### config.mk
export PLATFORM = sky130hd
export DESIGN_NAME = averaged_hysteresis_charge_relay_flat
export DESIGN_NICKNAME = d
export VERILOG_FILES = /design/src/rtl/core/ahcr_pkg.sv /design/src/rtl/core/ahcr_if.sv /design/src/rtl/core/ahcr_window.sv /design/src/rtl/core/ahcr_rsp_fifo.sv /design/src/rtl/core/averaged_hysteresis_charge_relay.sv /design/src/flat_wrapper.sv
export SDC_FILE = /design/constraint.sdc
export NUM_CORES = 2
export LEC_CHECK = 0
export ABC_CLOCK_PERIOD_IN_PS = 6000
export BUFFER_PORTS_ARGS = -buffer_cell sky130_fd_sc_hd__buf_2
export CORE_MARGIN = 8
export CORE_UTILIZATION = 55
export DETAILED_ROUTE_END_ITERATION = 8
export GPL_TIMING_DRIVEN = 0
export PLACE_DENSITY = 0.74
export SLEW_MARGIN = 20
export SYNTH_ARGS = -nofsm -noshare
export SYNTH_HDL_FRONTEND = slang
export SYNTH_HIERARCHICAL = 1
export SYNTH_SLANG_ARGS = --single-unit
### constraint.sdc
create_clock -name clock -period 6 [get_ports clock]
set_input_delay 1.5 -clock clock [delete_from_list [all_inputs] [get_ports clock]]
set_output_delay 1.5 -clock clock [all_outputs]
set_load 0.05 [all_outputs]
### src/rtl/core/ahcr_pkg.sv
// Shared constants and types for the averaged hysteresis charge relay.
package ahcr_pkg;

   // Configuration port
   localparam int CSR_IDX_W  = 3;
   localparam int CSR_DATA_W = 16;

   typedef logic [CSR_IDX_W-1:0]  csr_index_type;
   typedef logic [CSR_DATA_W-1:0] csr_data_type;

   localparam csr_index_type CSR_CHARGE_LIMIT   = 3'd0;
   localparam csr_index_type CSR_HYSTERESIS     = 3'd1;
   localparam csr_index_type CSR_INERTIA        = 3'd2;
   localparam csr_index_type CSR_VOLTAGE_GAIN   = 3'd3;
   localparam csr_index_type CSR_CURRENT_OFFSET = 3'd4;
   localparam csr_index_type CSR_CURRENT_GAIN   = 3'd5;

   // Register widths
   localparam int LIMIT_W   = 10;
   localparam int HYST_W    = 8;
   localparam int INERTIA_W = 16;
   localparam int GAIN_W    = 16;
   localparam int OFFSET_W  = 10;

   // Register reset values
   localparam logic [LIMIT_W-1:0]   LIMIT_RST   = 10'd700;
   localparam logic [HYST_W-1:0]    HYST_RST    = 8'd5;
   localparam logic [INERTIA_W-1:0] INERTIA_RST = 16'd1000;
   localparam logic [GAIN_W-1:0]    GAIN_RST    = 16'd256;
   localparam logic [OFFSET_W-1:0]  OFFSET_RST  = 10'd512;

   // Timestamps and display values
   localparam int TIME_W = 32;
   localparam int DISP_W = 16;
   typedef logic [TIME_W-1:0] time_ms_type;
   typedef logic [DISP_W-1:0] disp_type;

   // Q8.8 scaling
   localparam int Q_FRAC     = 8;
   localparam int ROUND_HALF = 128;

   // Result queue
   localparam int RSP_FIFO_DEPTH = 8;

endpackage

### src/rtl/core/ahcr_if.sv
// Channel interfaces: sample words in, result words out, register writes.

interface ahcr_req_if #(
   parameter int SAMPLE_BITS = 10
);
   logic                         valid;
   logic                         ready;
   logic [SAMPLE_BITS-1:0]       voltage_sample;
   logic [SAMPLE_BITS-1:0]       current_sample;
   ahcr_pkg::time_ms_type        now_ms;

   modport source(output valid, output voltage_sample, output current_sample,
                  output now_ms, input ready);
   modport sink(input valid, input voltage_sample, input current_sample,
                input now_ms, output ready);
endinterface

interface ahcr_rsp_if #(
   parameter int SAMPLE_BITS = 10
);
   logic                         valid;
   logic                         ready;
   logic                         relay_on;
   logic [SAMPLE_BITS-1:0]       voltage_level;
   logic [SAMPLE_BITS-1:0]       current_level;
   ahcr_pkg::disp_type           voltage_display;
   ahcr_pkg::disp_type           current_display;

   modport source(output valid, output relay_on, output voltage_level,
                  output current_level, output voltage_display,
                  output current_display, input ready);
   modport sink(input valid, input relay_on, input voltage_level,
                input current_level, input voltage_display,
                input current_display, output ready);
endinterface

interface ahcr_csr_if;
   logic                         valid;
   logic                         ready;
   ahcr_pkg::csr_index_type      index;
   ahcr_pkg::csr_data_type       data;

   modport source(output valid, output index, output data, input ready);
   modport sink(input valid, input index, input data, output ready);
endinterface

### src/rtl/core/ahcr_window.sv
// Sample window memory with running sums for both channels.
module ahcr_window #(
   parameter int WINDOW_LENGTH = 30,
   parameter int SAMPLE_BITS   = 10,
   parameter int SUM_W         = SAMPLE_BITS + $clog2(WINDOW_LENGTH + 1)
) (
   input  logic                   clock,
   input  logic                   reset,
   input  logic                   accept,
   input  logic [SAMPLE_BITS-1:0] voltage_sample,
   input  logic [SAMPLE_BITS-1:0] current_sample,
   output logic                   sum_valid,
   output logic [SUM_W-1:0]       voltage_sum,
   output logic [SUM_W-1:0]       current_sum
);

   localparam int POS_W = $clog2(WINDOW_LENGTH);
   localparam int ENT_W = 2 * SAMPLE_BITS;
   localparam logic [POS_W-1:0] LAST_POS = POS_W'(WINDOW_LENGTH - 1);
   localparam logic [SUM_W-1:0] SUM_MAX =
      SUM_W'(WINDOW_LENGTH * ((1 << SAMPLE_BITS) - 1));

   logic [ENT_W-1:0]         mem [WINDOW_LENGTH];
   logic [WINDOW_LENGTH-1:0] written_ff, written_in;

   logic [POS_W-1:0]       pos_ff, pos_in, rd_pos;
   logic                   upd_ff, upd_in;
   logic [SAMPLE_BITS-1:0] vs_ff, cs_ff;
   logic [ENT_W-1:0]       rd_data_ff;
   logic                   rd_written_ff;
   logic [SUM_W-1:0]       vsum_ff, vsum_in, csum_ff, csum_in;
   logic                   sum_vld_ff, sum_vld_in;
   logic [SAMPLE_BITS-1:0] old_v, old_c;

   // next slot; the oldest sample lives there
   assign rd_pos = (pos_ff == LAST_POS) ? '0 : pos_ff + POS_W'(1);

   always_comb begin
      pos_in     = accept ? rd_pos : pos_ff;
      upd_in     = accept;
      written_in = written_ff;
      if (upd_ff) begin
         written_in[pos_ff] = 1'b1;
      end
      // never-written slots read as zero
      old_v      = rd_written_ff ? rd_data_ff[SAMPLE_BITS-1:0] : '0;
      old_c      = rd_written_ff ? rd_data_ff[ENT_W-1:SAMPLE_BITS] : '0;
      vsum_in    = vsum_ff;
      csum_in    = csum_ff;
      if (upd_ff) begin
         vsum_in = vsum_ff - SUM_W'(old_v) + SUM_W'(vs_ff);
         csum_in = csum_ff - SUM_W'(old_c) + SUM_W'(cs_ff);
      end
      sum_vld_in = upd_ff;
   end

   always_ff @(posedge clock) begin
      if (reset) begin
         pos_ff     <= '0;
         upd_ff     <= 1'b0;
         written_ff <= '0;
         vsum_ff    <= '0;
         csum_ff    <= '0;
         sum_vld_ff <= 1'b0;
      end else begin
         pos_ff     <= pos_in;
         upd_ff     <= upd_in;
         written_ff <= written_in;
         vsum_ff    <= vsum_in;
         csum_ff    <= csum_in;
         sum_vld_ff <= sum_vld_in;
      end
   end

   always_ff @(posedge clock) begin
      if (accept) begin
         vs_ff <= voltage_sample;
         cs_ff <= current_sample;
      end
   end

   // read port: oldest entry, registered
   always_ff @(posedge clock) begin
      rd_data_ff    <= mem[rd_pos];
      rd_written_ff <= written_ff[rd_pos];
   end

   // write port: new sample replaces the oldest
   always_ff @(posedge clock) begin
      if (upd_ff) begin
         mem[pos_ff] <= {cs_ff, vs_ff};
      end
   end

   assign sum_valid   = sum_vld_ff;
   assign voltage_sum = vsum_ff;
   assign current_sum = csum_ff;

`ifndef SYNTHESIS
   a_no_rw_collision: assert property (@(posedge clock) disable iff (reset)
      (upd_ff && accept) |-> (rd_pos != pos_ff))
      else $error("window read and write hit the same slot");

   a_sum_bounded: assert property (@(posedge clock) disable iff (reset)
      (vsum_ff <= SUM_MAX) && (csum_ff <= SUM_MAX))
      else $error("running sum out of range");

   a_sum_follows_write: assert property (@(posedge clock) disable iff (reset)
      upd_ff |=> sum_vld_ff)
      else $error("sum update lost");
`endif

endmodule

### src/rtl/core/ahcr_rsp_fifo.sv
// Result word queue decoupling the pipeline from the receiver.
module ahcr_rsp_fifo #(
   parameter int WIDTH = 53,
   parameter int DEPTH = 8
) (
   input  logic             clock,
   input  logic             reset,
   input  logic             push,
   input  logic [WIDTH-1:0] push_data,
   input  logic             pop,
   output logic             not_empty,
   output logic [WIDTH-1:0] pop_data
);

   localparam int PTR_W = $clog2(DEPTH);
   localparam int CNT_W = $clog2(DEPTH + 1);
   localparam logic [PTR_W-1:0] LAST_PTR = PTR_W'(DEPTH - 1);

   logic [WIDTH-1:0] slots [DEPTH];
   logic [PTR_W-1:0] wr_ptr_ff, wr_ptr_in, rd_ptr_ff, rd_ptr_in;
   logic [CNT_W-1:0] count_ff, count_in;

   always_comb begin
      wr_ptr_in = wr_ptr_ff;
      rd_ptr_in = rd_ptr_ff;
      count_in  = count_ff;
      if (push) begin
         wr_ptr_in = (wr_ptr_ff == LAST_PTR) ? '0 : wr_ptr_ff + PTR_W'(1);
      end
      if (pop) begin
         rd_ptr_in = (rd_ptr_ff == LAST_PTR) ? '0 : rd_ptr_ff + PTR_W'(1);
      end
      if (push && !pop) begin
         count_in = count_ff + CNT_W'(1);
      end else if (pop && !push) begin
         count_in = count_ff - CNT_W'(1);
      end
   end

   always_ff @(posedge clock) begin
      if (reset) begin
         wr_ptr_ff <= '0;
         rd_ptr_ff <= '0;
         count_ff  <= '0;
      end else begin
         wr_ptr_ff <= wr_ptr_in;
         rd_ptr_ff <= rd_ptr_in;
         count_ff  <= count_in;
      end
   end

   always_ff @(posedge clock) begin
      if (push) begin
         slots[wr_ptr_ff] <= push_data;
      end
   end

   assign not_empty = (count_ff != '0);
   assign pop_data  = slots[rd_ptr_ff];

`ifndef SYNTHESIS
   a_no_overflow: assert property (@(posedge clock) disable iff (reset)
      (count_ff == CNT_W'(DEPTH)) |-> !push || pop)
      else $error("result queue overflow");

   a_no_underflow: assert property (@(posedge clock) disable iff (reset)
      pop |-> not_empty)
      else $error("result queue underflow");

   a_ptr_gap: assert property (@(posedge clock) disable iff (reset)
      (count_ff == '0) |-> (wr_ptr_ff == rd_ptr_ff))
      else $error("queue pointers disagree with count");
`endif

endmodule

### src/rtl/core/averaged_hysteresis_charge_relay.sv
// Top level: windowed averaging, hysteresis relay control and display scaling.
//
// Usage:
//   req_bus carries one word per ADC sampling event: voltage and current
//   samples plus a free-running millisecond timestamp. rsp_bus returns one
//   word per request, in order: relay state after the update, both rounded
//   window averages, and the two Q8.8-scaled display values (current is
//   offset-corrected and clamped at zero; both saturate at 65535).
//   csr_bus writes the six control registers by index; it is always ready
//   and should only be used while no request is in flight.
// Timing:
//   Throughput is one word per cycle while req_bus.ready is high: the
//   window memory is read at acceptance and written back the next cycle,
//   and consecutive items touch different slots. The result queue holds
//   RSP_FIFO_DEPTH words; req_bus.ready drops while that many words are
//   in flight or queued, so a stalled receiver backs up the input without
//   losing data.
// Reset:
//   Synchronous, active high. Window contents read as zero, sums and the
//   position go to zero, relay off, last switch time zero, registers to
//   their defaults. No clearing pass is needed.
module averaged_hysteresis_charge_relay #(
   parameter int WINDOW_LENGTH = 30,
   parameter int SAMPLE_BITS   = 10
) (
   input logic          clock,
   input logic          reset,
   ahcr_req_if.sink     req_bus,
   ahcr_rsp_if.source   rsp_bus,
   ahcr_csr_if.sink     csr_bus
);

   // ---------------------------------------------------------------------
   // Derived sizes
   // ---------------------------------------------------------------------
   localparam int SUM_W  = SAMPLE_BITS + $clog2(WINDOW_LENGTH + 1);
   localparam int NUM_W  = SUM_W + 1;                 // 2*sum + W
   localparam int DEN    = 2 * WINDOW_LENGTH;
   localparam int SHIFT  = NUM_W + $clog2(DEN);
   localparam int RECIP_W = SHIFT - $clog2(DEN) + 2;
   // ceil(2^SHIFT / DEN): exact floor division for any numerator < 2^NUM_W
   localparam logic [RECIP_W-1:0] RECIP =
      RECIP_W'(((64'd1 << SHIFT) + 64'(DEN) - 64'd1) / 64'(DEN));
   localparam int MUL_W  = NUM_W + RECIP_W;
   localparam int CMP_W  = ((SAMPLE_BITS > ahcr_pkg::LIMIT_W) ?
                            SAMPLE_BITS : ahcr_pkg::LIMIT_W) + 2;
   localparam int OFS_CMP_W = ((SAMPLE_BITS > ahcr_pkg::OFFSET_W) ?
                               SAMPLE_BITS : ahcr_pkg::OFFSET_W) + 1;
   localparam int PROD_W = SAMPLE_BITS + ahcr_pkg::GAIN_W + 1;
   localparam int RSP_W  = 1 + 2 * SAMPLE_BITS + 2 * ahcr_pkg::DISP_W;
   localparam int DEPTH  = ahcr_pkg::RSP_FIFO_DEPTH;
   localparam int OCC_W  = $clog2(DEPTH + 1);

   // ---------------------------------------------------------------------
   // Control registers
   // ---------------------------------------------------------------------
   logic [ahcr_pkg::LIMIT_W-1:0]   limit_ff;
   logic [ahcr_pkg::HYST_W-1:0]    hyst_ff;
   logic [ahcr_pkg::INERTIA_W-1:0] inertia_ff;
   logic [ahcr_pkg::GAIN_W-1:0]    vgain_ff;
   logic [ahcr_pkg::OFFSET_W-1:0]  offset_ff;
   logic [ahcr_pkg::GAIN_W-1:0]    cgain_ff;
   logic                           csr_wr;

   assign csr_bus.ready = 1'b1;
   assign csr_wr        = csr_bus.valid;

   always_ff @(posedge clock) begin
      if (reset) begin
         limit_ff   <= ahcr_pkg::LIMIT_RST;
         hyst_ff    <= ahcr_pkg::HYST_RST;
         inertia_ff <= ahcr_pkg::INERTIA_RST;
         vgain_ff   <= ahcr_pkg::GAIN_RST;
         offset_ff  <= ahcr_pkg::OFFSET_RST;
         cgain_ff   <= ahcr_pkg::GAIN_RST;
      end else if (csr_wr) begin
         case (csr_bus.index)
            ahcr_pkg::CSR_CHARGE_LIMIT: begin
               limit_ff <= csr_bus.data[ahcr_pkg::LIMIT_W-1:0];
            end
            ahcr_pkg::CSR_HYSTERESIS: begin
               hyst_ff <= csr_bus.data[ahcr_pkg::HYST_W-1:0];
            end
            ahcr_pkg::CSR_INERTIA: begin
               inertia_ff <= csr_bus.data[ahcr_pkg::INERTIA_W-1:0];
            end
            ahcr_pkg::CSR_VOLTAGE_GAIN: begin
               vgain_ff <= csr_bus.data[ahcr_pkg::GAIN_W-1:0];
            end
            ahcr_pkg::CSR_CURRENT_OFFSET: begin
               offset_ff <= csr_bus.data[ahcr_pkg::OFFSET_W-1:0];
            end
            ahcr_pkg::CSR_CURRENT_GAIN: begin
               cgain_ff <= csr_bus.data[ahcr_pkg::GAIN_W-1:0];
            end
            default: begin
               // unmapped index: dropped
            end
         endcase
      end
   end

   // ---------------------------------------------------------------------
   // Input flow control: count words in flight plus queued
   // ---------------------------------------------------------------------
   logic             accept, pop;
   logic [OCC_W-1:0] occ_ff, occ_in;

   assign req_bus.ready = (occ_ff < OCC_W'(DEPTH));
   assign accept        = req_bus.valid && req_bus.ready;

   always_comb begin
      occ_in = occ_ff;
      if (accept && !pop) begin
         occ_in = occ_ff + OCC_W'(1);
      end else if (pop && !accept) begin
         occ_in = occ_ff - OCC_W'(1);
      end
   end

   // ---------------------------------------------------------------------
   // Stage 1-2: window memory read, write-back and running sums
   // ---------------------------------------------------------------------
   logic             sum_vld;
   logic [SUM_W-1:0] vsum, csum;

   ahcr_window #(
      .WINDOW_LENGTH(WINDOW_LENGTH),
      .SAMPLE_BITS  (SAMPLE_BITS),
      .SUM_W        (SUM_W)
   ) u_window (
      .clock         (clock),
      .reset         (reset),
      .accept        (accept),
      .voltage_sample(req_bus.voltage_sample),
      .current_sample(req_bus.current_sample),
      .sum_valid     (sum_vld),
      .voltage_sum   (vsum),
      .current_sum   (csum)
   );

   // timestamp rides alongside the window pipeline
   ahcr_pkg::time_ms_type now_a_ff, now_b_ff, now_c_ff, now_d_ff;

   always_ff @(posedge clock) begin
      now_a_ff <= req_bus.now_ms;
      now_b_ff <= now_a_ff;
      now_c_ff <= now_b_ff;
      now_d_ff <= now_c_ff;
   end

   // ---------------------------------------------------------------------
   // Stage 3: rounding numerators 2*sum + W
   // ---------------------------------------------------------------------
   logic             num_vld_ff;
   logic [NUM_W-1:0] vnum_ff, vnum_in, cnum_ff, cnum_in;

   assign vnum_in = {vsum, 1'b0} + NUM_W'(WINDOW_LENGTH);
   assign cnum_in = {csum, 1'b0} + NUM_W'(WINDOW_LENGTH);

   always_ff @(posedge clock) begin
      vnum_ff <= vnum_in;
      cnum_ff <= cnum_in;
   end

   // ---------------------------------------------------------------------
   // Stage 4: divide by 2W via reciprocal multiply
   // ---------------------------------------------------------------------
   logic             prod_vld_ff;
   logic [MUL_W-1:0] vq_ff, vq_in, cq_ff, cq_in;

   assign vq_in = MUL_W'(vnum_ff) * MUL_W'(RECIP);
   assign cq_in = MUL_W'(cnum_ff) * MUL_W'(RECIP);

   always_ff @(posedge clock) begin
      vq_ff <= vq_in;
      cq_ff <= cq_in;
   end

   // ---------------------------------------------------------------------
   // Stage 5: levels, relay decision, current offset
   // ---------------------------------------------------------------------
   logic [SAMPLE_BITS-1:0] vlev, clev;
   logic [CMP_W-1:0]       lev_x, lim_x, hyst_x;
   logic [OFS_CMP_W-1:0]   clev_x, ofs_x;
   logic                   below_band, above_band, may_switch, flip;
   ahcr_pkg::time_ms_type  elapsed;
   logic                   relay_ff, relay_in;
   ahcr_pkg::time_ms_type  last_ff, last_in;
   logic                   lvl_vld_ff;
   logic                   relay_e_ff;
   logic [SAMPLE_BITS-1:0] vlev_ff, clev_ff, cdiff_ff, cdiff_in;

   always_comb begin
      vlev   = vq_ff[SHIFT +: SAMPLE_BITS];
      clev   = cq_ff[SHIFT +: SAMPLE_BITS];
      lev_x  = CMP_W'(vlev);
      lim_x  = CMP_W'(limit_ff);
      hyst_x = CMP_W'(hyst_ff);
      // level < limit - hyst, without going negative
      below_band = (lev_x + hyst_x) < lim_x;
      above_band = lev_x > (lim_x + hyst_x);
      elapsed    = now_d_ff - last_ff;
      may_switch = elapsed > ahcr_pkg::TIME_W'(inertia_ff);
      flip       = prod_vld_ff && may_switch && (relay_ff ? above_band : below_band);
      relay_in   = relay_ff ^ flip;
      last_in    = flip ? now_d_ff : last_ff;
      clev_x     = OFS_CMP_W'(clev);
      ofs_x      = OFS_CMP_W'(offset_ff);
      cdiff_in   = (clev_x > ofs_x) ? SAMPLE_BITS'(clev_x - ofs_x) : '0;
   end

   always_ff @(posedge clock) begin
      vlev_ff    <= vlev;
      clev_ff    <= clev;
      cdiff_ff   <= cdiff_in;
      relay_e_ff <= relay_in;
   end

   // ---------------------------------------------------------------------
   // Stage 6: Q8.8 display products with rounding
   // ---------------------------------------------------------------------
   logic                   disp_vld_ff;
   logic                   relay_f_ff;
   logic [SAMPLE_BITS-1:0] vlev_f_ff, clev_f_ff;
   logic [PROD_W-1:0]      vprod_ff, vprod_in, cprod_ff, cprod_in;

   assign vprod_in = PROD_W'(vlev_ff) * PROD_W'(vgain_ff)
                   + PROD_W'(ahcr_pkg::ROUND_HALF);
   assign cprod_in = PROD_W'(cdiff_ff) * PROD_W'(cgain_ff)
                   + PROD_W'(ahcr_pkg::ROUND_HALF);

   always_ff @(posedge clock) begin
      vprod_ff   <= vprod_in;
      cprod_ff   <= cprod_in;
      relay_f_ff <= relay_e_ff;
      vlev_f_ff  <= vlev_ff;
      clev_f_ff  <= clev_ff;
   end

   // saturate after the >>8; a zero offset difference still yields zero
   ahcr_pkg::disp_type vdisp, cdisp;

   assign vdisp = (|vprod_ff[PROD_W-1:ahcr_pkg::Q_FRAC+ahcr_pkg::DISP_W]) ?
                  '1 : vprod_ff[ahcr_pkg::Q_FRAC +: ahcr_pkg::DISP_W];
   assign cdisp = (|cprod_ff[PROD_W-1:ahcr_pkg::Q_FRAC+ahcr_pkg::DISP_W]) ?
                  '1 : cprod_ff[ahcr_pkg::Q_FRAC +: ahcr_pkg::DISP_W];

   // ---------------------------------------------------------------------
   // Stage valids, relay state, occupancy
   // ---------------------------------------------------------------------
   always_ff @(posedge clock) begin
      if (reset) begin
         num_vld_ff  <= 1'b0;
         prod_vld_ff <= 1'b0;
         lvl_vld_ff  <= 1'b0;
         disp_vld_ff <= 1'b0;
         relay_ff    <= 1'b0;
         last_ff     <= '0;
         occ_ff      <= '0;
      end else begin
         num_vld_ff  <= sum_vld;
         prod_vld_ff <= num_vld_ff;
         lvl_vld_ff  <= prod_vld_ff;
         disp_vld_ff <= lvl_vld_ff;
         relay_ff    <= relay_in;
         last_ff     <= last_in;
         occ_ff      <= occ_in;
      end
   end

   // ---------------------------------------------------------------------
   // Result queue and output channel
   // ---------------------------------------------------------------------
   logic [RSP_W-1:0] push_word, pop_word;
   logic             rsp_has;

   assign push_word = {relay_f_ff, vlev_f_ff, clev_f_ff, vdisp, cdisp};
   assign pop       = rsp_has && rsp_bus.ready;

   ahcr_rsp_fifo #(
      .WIDTH(RSP_W),
      .DEPTH(DEPTH)
   ) u_rsp_fifo (
      .clock    (clock),
      .reset    (reset),
      .push     (disp_vld_ff),
      .push_data(push_word),
      .pop      (pop),
      .not_empty(rsp_has),
      .pop_data (pop_word)
   );

   assign rsp_bus.valid = rsp_has;
   assign {rsp_bus.relay_on, rsp_bus.voltage_level, rsp_bus.current_level,
           rsp_bus.voltage_display, rsp_bus.current_display} = pop_word;

`ifndef SYNTHESIS
   a_occ_bounded: assert property (@(posedge clock) disable iff (reset)
      occ_ff <= OCC_W'(DEPTH))
      else $error("in-flight count exceeds queue depth");

   a_relay_stamp: assert property (@(posedge clock) disable iff (reset)
      (!$past(reset) && (relay_ff != $past(relay_ff)))
      |-> (last_ff == $past(now_d_ff)) && $past(prod_vld_ff))
      else $error("relay changed without a matching switch time");

   a_idle_empty: assert property (@(posedge clock) disable iff (reset)
      (occ_ff == '0) |-> !rsp_has && !disp_vld_ff && !lvl_vld_ff)
      else $error("words present while nothing counted in flight");
`endif

endmodule

### src/flat_wrapper.sv
// flat-port wrapper written by rule: the top's interface ports become plain ports
module averaged_hysteresis_charge_relay_flat 
#(
   parameter int WINDOW_LENGTH = 30,
   parameter int SAMPLE_BITS   = 10
)
  (clock, reset, req_bus_valid, req_bus_voltage_sample, req_bus_current_sample, req_bus_now_ms, req_bus_ready, rsp_bus_valid, rsp_bus_relay_on, rsp_bus_voltage_level, rsp_bus_current_level, rsp_bus_voltage_display, rsp_bus_current_display, rsp_bus_ready, csr_bus_valid, csr_bus_index, csr_bus_data, csr_bus_ready);
  ahcr_req_if #(.SAMPLE_BITS(SAMPLE_BITS)) req_bus_i ();
  ahcr_rsp_if #(.SAMPLE_BITS(SAMPLE_BITS)) rsp_bus_i ();
  ahcr_csr_if csr_bus_i ();
  input logic clock;
  input logic reset;
  input wire logic [$bits(req_bus_i.valid)-1:0] req_bus_valid;
  input wire logic [$bits(req_bus_i.voltage_sample)-1:0] req_bus_voltage_sample;
  input wire logic [$bits(req_bus_i.current_sample)-1:0] req_bus_current_sample;
  input wire logic [$bits(req_bus_i.now_ms)-1:0] req_bus_now_ms;
  output wire logic [$bits(req_bus_i.ready)-1:0] req_bus_ready;
  output wire logic [$bits(rsp_bus_i.valid)-1:0] rsp_bus_valid;
  output wire logic [$bits(rsp_bus_i.relay_on)-1:0] rsp_bus_relay_on;
  output wire logic [$bits(rsp_bus_i.voltage_level)-1:0] rsp_bus_voltage_level;
  output wire logic [$bits(rsp_bus_i.current_level)-1:0] rsp_bus_current_level;
  output wire logic [$bits(rsp_bus_i.voltage_display)-1:0] rsp_bus_voltage_display;
  output wire logic [$bits(rsp_bus_i.current_display)-1:0] rsp_bus_current_display;
  input wire logic [$bits(rsp_bus_i.ready)-1:0] rsp_bus_ready;
  input wire logic [$bits(csr_bus_i.valid)-1:0] csr_bus_valid;
  input wire logic [$bits(csr_bus_i.index)-1:0] csr_bus_index;
  input wire logic [$bits(csr_bus_i.data)-1:0] csr_bus_data;
  output wire logic [$bits(csr_bus_i.ready)-1:0] csr_bus_ready;
  assign req_bus_i.valid = req_bus_valid;
  assign req_bus_i.voltage_sample = req_bus_voltage_sample;
  assign req_bus_i.current_sample = req_bus_current_sample;
  assign req_bus_i.now_ms = req_bus_now_ms;
  assign req_bus_ready = req_bus_i.ready;
  assign rsp_bus_valid = rsp_bus_i.valid;
  assign rsp_bus_relay_on = rsp_bus_i.relay_on;
  assign rsp_bus_voltage_level = rsp_bus_i.voltage_level;
  assign rsp_bus_current_level = rsp_bus_i.current_level;
  assign rsp_bus_voltage_display = rsp_bus_i.voltage_display;
  assign rsp_bus_current_display = rsp_bus_i.current_display;
  assign rsp_bus_i.ready = rsp_bus_ready;
  assign csr_bus_i.valid = csr_bus_valid;
  assign csr_bus_i.index = csr_bus_index;
  assign csr_bus_i.data = csr_bus_data;
  assign csr_bus_ready = csr_bus_i.ready;
  averaged_hysteresis_charge_relay #(.WINDOW_LENGTH(WINDOW_LENGTH), .SAMPLE_BITS(SAMPLE_BITS)) u_core (.clock(clock), .reset(reset), .req_bus(req_bus_i), .rsp_bus(rsp_bus_i), .csr_bus(csr_bus_i));
endmodule
Yosys cells after proc, flatten, opt, wreduce, memory -nomap -nowiden
Memory sizes are Yosys's and may differ from the RTL's. A register that Yosys moved wholly into a read port is not among the register bits.
Cells that the tools add are included.
- flip-flop bits (word level): 543
- RAM bits: 1024
- input port bits: 76
- output and inout bits: 56
- word-level logic and storage cells: 131
- memories kept: 2
- memories (memory ; words ; width ; rd ports ; clocked after memory_dff ; write ports ; line ; text):
    u_core.u_window.mem ; 30 ; 20 ; 1 ; 1 ; 1 ; ahcr_window.sv:23 ; logic [ENT_W-1:0] mem [WINDOW_LENGTH];
    u_core.u_rsp_fifo.slots ; 8 ; 53 ; 1 ; 1 ; 1 ; ahcr_rsp_fifo.sv:19 ; logic [WIDTH-1:0] slots [DEPTH];
- add/sub/neg operators: 19
- multiply operators: 4
- order comparisons: 8
- eq/ne operators: 8
- multiplexer cells: 22
- bitwise operators: 2
- reductions and logical operators: 24
- operators by type and width (kind ; number):
    multiplier 16 x 16 -> 31 bit, second input constant ; 2
    adder 26 x 8 -> 27 bit, second input constant ; 2
    multiplier 10 x 16 -> 26 bit ; 2
    adder 16 x 5 -> 16 bit, second input constant ; 2
    greater-than comparator 32 x 16 -> 1 bit ; 1
    two-way mux 16 bit ; 2
    subtractor 32 bit ; 1
    adder 15 x 10 -> 15 bit ; 2
    OR 30 bit ; 1
    subtractor 15 x 10 -> 15 bit ; 2
    adder 10 x 8 -> 11 bit ; 2
    two-way mux 10 bit ; 2
    two-way mux 4 bit ; 4
    equality test 3 bit, second input constant ; 4
    less-than comparator 12 x 10 -> 1 bit ; 1
    less-than comparator 5 x 6 -> 1 bit, second input constant ; 2
    two-way mux 3 bit ; 4
    AND reduction 2 bit ; 6
    greater-than comparator 10 x 11 -> 1 bit ; 1
    greater-than comparator 10 bit ; 1
    subtractor 10 bit ; 1
    logical AND 1 bit ; 9
    adder 4 x 1 -> 4 bit, second input constant ; 2
    subtractor 4 x 1 -> 4 bit, second input constant ; 2
    other kinds (17) ; 29

Depth between registers and ports, before layout
- word-level depth: 6
- mapped depth: 24
- mapped depth without buffers: 22

Cells and area by module
Netlist, hierarchy kept.
- by module, submodules not included (module ; instances ; cells an instance ; area an instance (sq um) ; sequential area each (sq um)):
    ahcr_window ; 1 ; 2180 ; 29050.4 ; 20379.5
    averaged_hysteresis_charge_relay ; 1 ; 3045 ; 28546.1 ; 7707.4
    ahcr_rsp_fifo ; 1 ; 686 ; 16748.6 ; 12992.5

Least setup slack after synthesis
No wires, ideal clock.
- kind: register -> register
- start point: register u_core.vlev_ff[1]
- end point: register u_core.vprod_ff[26]
- setup time: 72 ps
- arrival time: 5694 ps
- data required time: 5928 ps
- path slack: 234 ps
- stages on the path, launching flop included: 20
- path buffers: 1
- clock period less this slack: 5766 ps
- cell sequence: dfxtp_1 clkbuf_1 nand2_1 fa_1 fa_1 inv_1 fa_1 fa_1 fa_1 ha_1 a2111o_1 a41oi_1 o21ai_1 a2111oi_2 nor3_1 or2_1 a31o_1 or4_1 a31oi_1 xnor2_1
- longest elaborated chain between the ends: 2
- ends and longest elaborated chain (item ; line ; text):
    start, declared ; averaged_hysteresis_charge_relay.sv:192 ; logic [SAMPLE_BITS-1:0] vlev_ff, clev_ff, cdiff_ff, cdiff_in;
    start signal, assigned ; averaged_hysteresis_charge_relay.sv:214 ; vlev_ff <= vlev;
    multiplier 10 x 16 -> 26 bit ; averaged_hysteresis_charge_relay.sv:228 ; assign vprod_in = PROD_W'(vlev_ff) * PROD_W'(vgain_ff)
    adder 26 x 8 -> 27 bit ; averaged_hysteresis_charge_relay.sv:229 ; + PROD_W'(ahcr_pkg::ROUND_HALF);
    via u_core.vprod_in[26] ; averaged_hysteresis_charge_relay.sv:226 ; logic [PROD_W-1:0] vprod_ff, vprod_in, cprod_ff, cprod_in;
    end signal, assigned ; averaged_hysteresis_charge_relay.sv:234 ; vprod_ff <= vprod_in;
    end, declared ; averaged_hysteresis_charge_relay.sv:226 ;
The timed path passes the listed nets, and every way through them passes these cells.
A chain may end at the register's enable or synchronous reset.

Final worst setup path
- start point: register u_core.vlev_ff[7]
- end point: register u_core.vprod_ff[26]
Same word-level chain as after synthesis.

==> results <==
- Of the total power, the clock network draws 0.290.
- The number of antenna violations at the first check in global routing came to 7.
- The number of hold-slack violations in the final timing report was 0.
- The power consumption is around 33 mW.
- Derived from the worst setup path, the maximum achievable clock frequency is around 170 MHz.
- The floorplan core area is about 130000 um2.
- Yosys mapped a number of flops with a built-in enable equal to between 1000 and 1500.
- After global routing the overflow that remains totals 0.
- The share of total power dissipated in combinational logic is 0.320.
- In this run the number of H-tree levels came out at 4.
- For this run, the register share of the synthesized area comes to 0.553.
- The shortest clock period the worst path allows after layout is slightly below 6000 ps.
- The initial utilization of the core area, before any placement, comes to 0.552.
- The total DRC errors in the routed layout is 0.
- Once placement finished, the instance area stood at roughly 79000 um2.
- The max capacitance violation total is 0.
- The number of library cell types mapped by synthesis is just over 100.
- The die width is between 300 and 400 um.
- The most common cell in the synthesized netlist is sky130_fd_sc_hd__edfxtp_1.
- Ranked by instance count, the synthesized netlist is headed by 1044 x sky130_fd_sc_hd__edfxtp_1, 798 x sky130_fd_sc_hd__nand2_1, 551 x sky130_fd_sc_hd__inv_1.
- The detail route stage leaves a number of antenna-violating nets equal to 1.
- The category of the worst setup path launch point is a flop.
- Along the worst path, the maximum fanout reaches 10.
- The checks that failed: antenna violations.
- The run finished, with violations left.
- Of the total synthesized cell area, the portion taken by full adders, half adders and majority gates is 0.154.
- The growth of design area from synthesis to finish is 13.3%.
- Routability-driven placement finished with a final weighted congestion of between 0.9 and 1.
- In the final routed layout, each cell accounts on average for between 20 and 25 um.
- Fill cells in the final layout number 9971.
- The mean instance size in the synthesized netlist is between 10 and 15 um2.
- The sequential fraction of design power is 0.390.
- After synthesis, the share of cell area in mux cells is 0.0607.
- The clock latency on the worst-skew pair is 810 ps.
- The kind of critical path is reg -> reg.
- For this block, the via count after detailed routing is roughly 47000.
- The worst slew slack as a fraction of its limit is 0.267.
- The compound-cell area share of the yosys netlist is 0.0685.
- In the final layout, the share of cells above drive strength 1 is 0.138.
- The classification of the worst-slack hold path is reg -> reg.
- The count of clock tree sinks is 1530.
- TritonCTS built the clock tree.
- The internal power of the cells totals 22.1 mW.
- The sequential cells in the finished layout cover a total of 41100 um2.
- The required time of the critical path is 6670 ps.
- The detailed router finished its first iteration with between 4000 and 5000 violations.
- After synthesis, the cell types taking the most area are sky130_fd_sc_hd__edfxtp_1 42%, sky130_fd_sc_hd__dfxtp_1 13%, sky130_fd_sc_hd__ha_1 7.8%.
- In the routed layout, each cell is associated on average with a via count of 5.79.
- The analysis attributes to cell leakage a power of ~33 nW.
- Once layout is complete, the utilization of the core stands at 0.625.
- The clock passes through at most 3 buffers.
- In this run the vertical extent of the chip is about 380 um.
- The fraction of registers with async set/reset is 0.
- The worst IR drop on VDD is approximately 0.31 mV.
- Counting every net in the synthesized netlist gives 6733.
- sky130_fd_sc_hd__edfxtp_1 takes more of the synthesized area than any other cell.
- Of the total synthesized cell area, the portion taken by AND, OR, NAND and NOR gates is 0.105.
- The number of storage elements in the synthesis netlist is approximately 1500.
- The total routed wirelength is around 180000 um.
- The number of max-slew violations in the final report is 0.
- The pre-antenna-repair detailed-routing pass consisted of 6 iterations.
- Of the total synthesized cell area, the portion taken by XOR and XNOR cells is 0.0144.
- The post-route clock skew is a little under 60 ps.
- The data arrival time of the critical path is between 6000 and 7000 ps.
- The share of synthesized area in the top cell type comes to 0.422.
- The design area is around 84000 um2.
- The power per cell area is 396 nW/um2.
- The gate count of the mapped netlist is 5911.
- The wire length of the first global-routing pass is ~280000 um.
- The via count of the first global-routing pass is between 40000 and 50000.
- TritonCTS created approximately 150 clock buffers.
- The synthesis warning total is 6.
- The endpoint type of the worst setup path is a flop.
- The HPWL after detailed placement is about 130000 um.
- The root buffer cell is sky130_fd_sc_hd__clkbuf_16.
- In this run the count of I/O pins placed on the die edge is 132.
- After synthesis, the largest family of logic cells by area is adder cells.
- Summing all multi-input logic gate instances after layout gives approximately 30000 um2.
- The row count is 135.
- The transition time at the pin with the least slew margin is roughly 1100 ps.
- The top flip-flop cell by instance count after synthesis is sky130_fd_sc_hd__edfxtp_1.
- Summed over all nets, the switching power comes to between 10 and 15 mW.
- After synthesis the cells add up to about 74000 um2.
- Clock-pin slew was measured on the worst setup and hold paths at ~60 ps.
- Entering global routing, the biggest net connects 32 pins.
- The number of setup violations in the final report is 0.
- The die covers 147000 um2.
- The global-route usage over all layers is 0.242.
- Of the total power, the share spent switching nets is 0.338.
- In this run the tool buffered the top-level ports with 130 buffer cells.
- The final period utilization is 0.976.
- The number of nets in the layout is ~7100.
timing repair:
item | CTS | global route
hold buffers | 0 | 0
gates resized for setup | 56 | 38
setup endpoints to repair | 19 | 36
endpoints found under the hold margin | 0 | 0
setup buffers | 4 | 9
pin swaps | 3 | 15
layer usage:
| metal | up-vias | part of all wire | global-route usage |
|---|---|---|---|
| met1 | 23400 | 0.37 | 0.287 |
| met5 | - | 0 | 0 |
| li1 | 21600 | - | - |
| met2 | 1878 | 0.50 | 0.425 |
| met3 | 474 | 0.067 | 0.0373 |
| met4 | 0 | 0.056 | 0.124 |
final cells by class:
| type | instances | share of cell area |
|---|---|---|
| Antenna cell | 6 | 0.000178 |
| Buffer | 240 | 0.0151 |
| Clock buffer | 206 | 0.0513 |
| Clock inverter | 77 | 0.0101 |
| Inverter | 555 | 0.0247 |
| Multi-Input combinational cell | 3567 | 0.360 |
| Sequential cell | 1530 | 0.488 |
| Tap cell | 1781 | 0.0265 |
| Timing Repair Buffer | 223 | 0.0243 |
critical path: stages (launching register included):
cell and delay [ps]:
sky130_fd_sc_hd__dfxtp_2 450, sky130_fd_sc_hd__clkbuf_2 320, sky130_fd_sc_hd__nand2_1 140, sky130_fd_sc_hd__fa_1 560, sky130_fd_sc_hd__fa_1 430, sky130_fd_sc_hd__fa_1 510
sky130_fd_sc_hd__fa_1 430, sky130_fd_sc_hd__fa_1 490, sky130_fd_sc_hd__inv_1 40, sky130_fd_sc_hd__ha_1 310, sky130_fd_sc_hd__o21ai_0 190, sky130_fd_sc_hd__nand2b_1 140
sky130_fd_sc_hd__a2111oi_4 400, sky130_fd_sc_hd__nor3_2 110, sky130_fd_sc_hd__or2_4 280, sky130_fd_sc_hd__a31o_1 240, sky130_fd_sc_hd__or4_4 440, sky130_fd_sc_hd__a31oi_4 150
sky130_fd_sc_hd__xnor2_1 80
final timing paths:
check                      start                   to  slack (ps)  cells past startpoint
max            u_core/vlev_ff[7]  u_core/vprod_ff[26]         150                     18
min          u_core/now_a_ff[18]  u_core/now_b_ff[18]         320                      0
max reg2reg    u_core/vlev_ff[7]  u_core/vprod_ff[26]         150                     18
min reg2reg  u_core/now_a_ff[18]  u_core/now_b_ff[18]         320                      0
through the flow:
step	hold slack (ps)	cells	setup TNS [ps]	setup WS [ps]
floorplan	310	5911	0	234
global placement	310	7822	-246640	-2320
global route	330	8180	-7.66	-7.66
CTS	324	8175	0	3.56
finish	322	8185	0	147
detailed placement	312	7901	-6620	-724
sequential cells by signal (all words and copies together) (netlist names), 16 cells and up, named ones only:
signal / count
u_core/u_window/mem: 600
u_core/u_rsp_fifo/slots: 424
u_core/last_ff: 32
u_core/now_a_ff: 32
u_core/now_b_ff: 32
u_core/now_c_ff: 32
u_core/now_d_ff: 32
u_core/u_window/written_ff: 30
u_core/u_window/rd_data_ff: 20
u_core/cprod_ff: 19
u_core/vprod_ff: 19
u_core/cgain_ff: 16
u_core/inertia_ff: 16
u_core/vgain_ff: 16
cells by family (layout without fill, tap and decap cells):
family,after synthesis,after routing
AND/OR/NAND/NOR,1657,1657
other,1,7
buffers and inverters,814,1301
XOR/XNOR,122,122
flip-flops,1530,1530
AO/OA/AOI/OAI,748,748
adder cells (fa/ha/maj),746,746
multiplexers,293,293
layout by cell type (no fill, tap or decap), types with 42 or more instances in the layout:
| master | n |
|---|---|
| sky130_fd_sc_hd__xnor2_1 | 83 |
| sky130_fd_sc_hd__a21oi_1 | 228 |
| sky130_fd_sc_hd__nor4_1 | 46 |
| sky130_fd_sc_hd__inv_1 | 551 |
| sky130_fd_sc_hd__buf_2 | 190 |
| sky130_fd_sc_hd__clkbuf_16 | 159 |
| sky130_fd_sc_hd__mux2i_1 | 129 |
| sky130_fd_sc_hd__fa_1 | 281 |
| sky130_fd_sc_hd__nand3_1 | 124 |
| sky130_fd_sc_hd__nor3_1 | 42 |
| sky130_fd_sc_hd__edfxtp_1 | 1044 |
| sky130_fd_sc_hd__clkbuf_1 | 150 |
| sky130_fd_sc_hd__a31oi_1 | 49 |
| sky130_fd_sc_hd__o21ai_0 | 62 |
| sky130_fd_sc_hd__and2_1 | 162 |
| sky130_fd_sc_hd__nor2_1 | 213 |
| sky130_fd_sc_hd__a32oi_1 | 43 |
| sky130_fd_sc_hd__dfxtp_1 | 467 |
| sky130_fd_sc_hd__mux4_2 | 98 |
| sky130_fd_sc_hd__nand2b_1 | 53 |
| sky130_fd_sc_hd__ha_1 | 463 |
| sky130_fd_sc_hd__buf_4 | 45 |
| sky130_fd_sc_hd__nand2_1 | 798 |
power by group through the flow:
stage	Sequential, mW	Combinational [mW]	Clock (mW)
finish	13.0	10.7	9.66
CTS	13.0	10.6	9.80
global placement	13.3	9.89	0
floorplan	12.9	7.57	0
detailed placement	13.2	10.5	0
global route	13.1	11.9	10.2
Power figures use the tool's default switching activity.
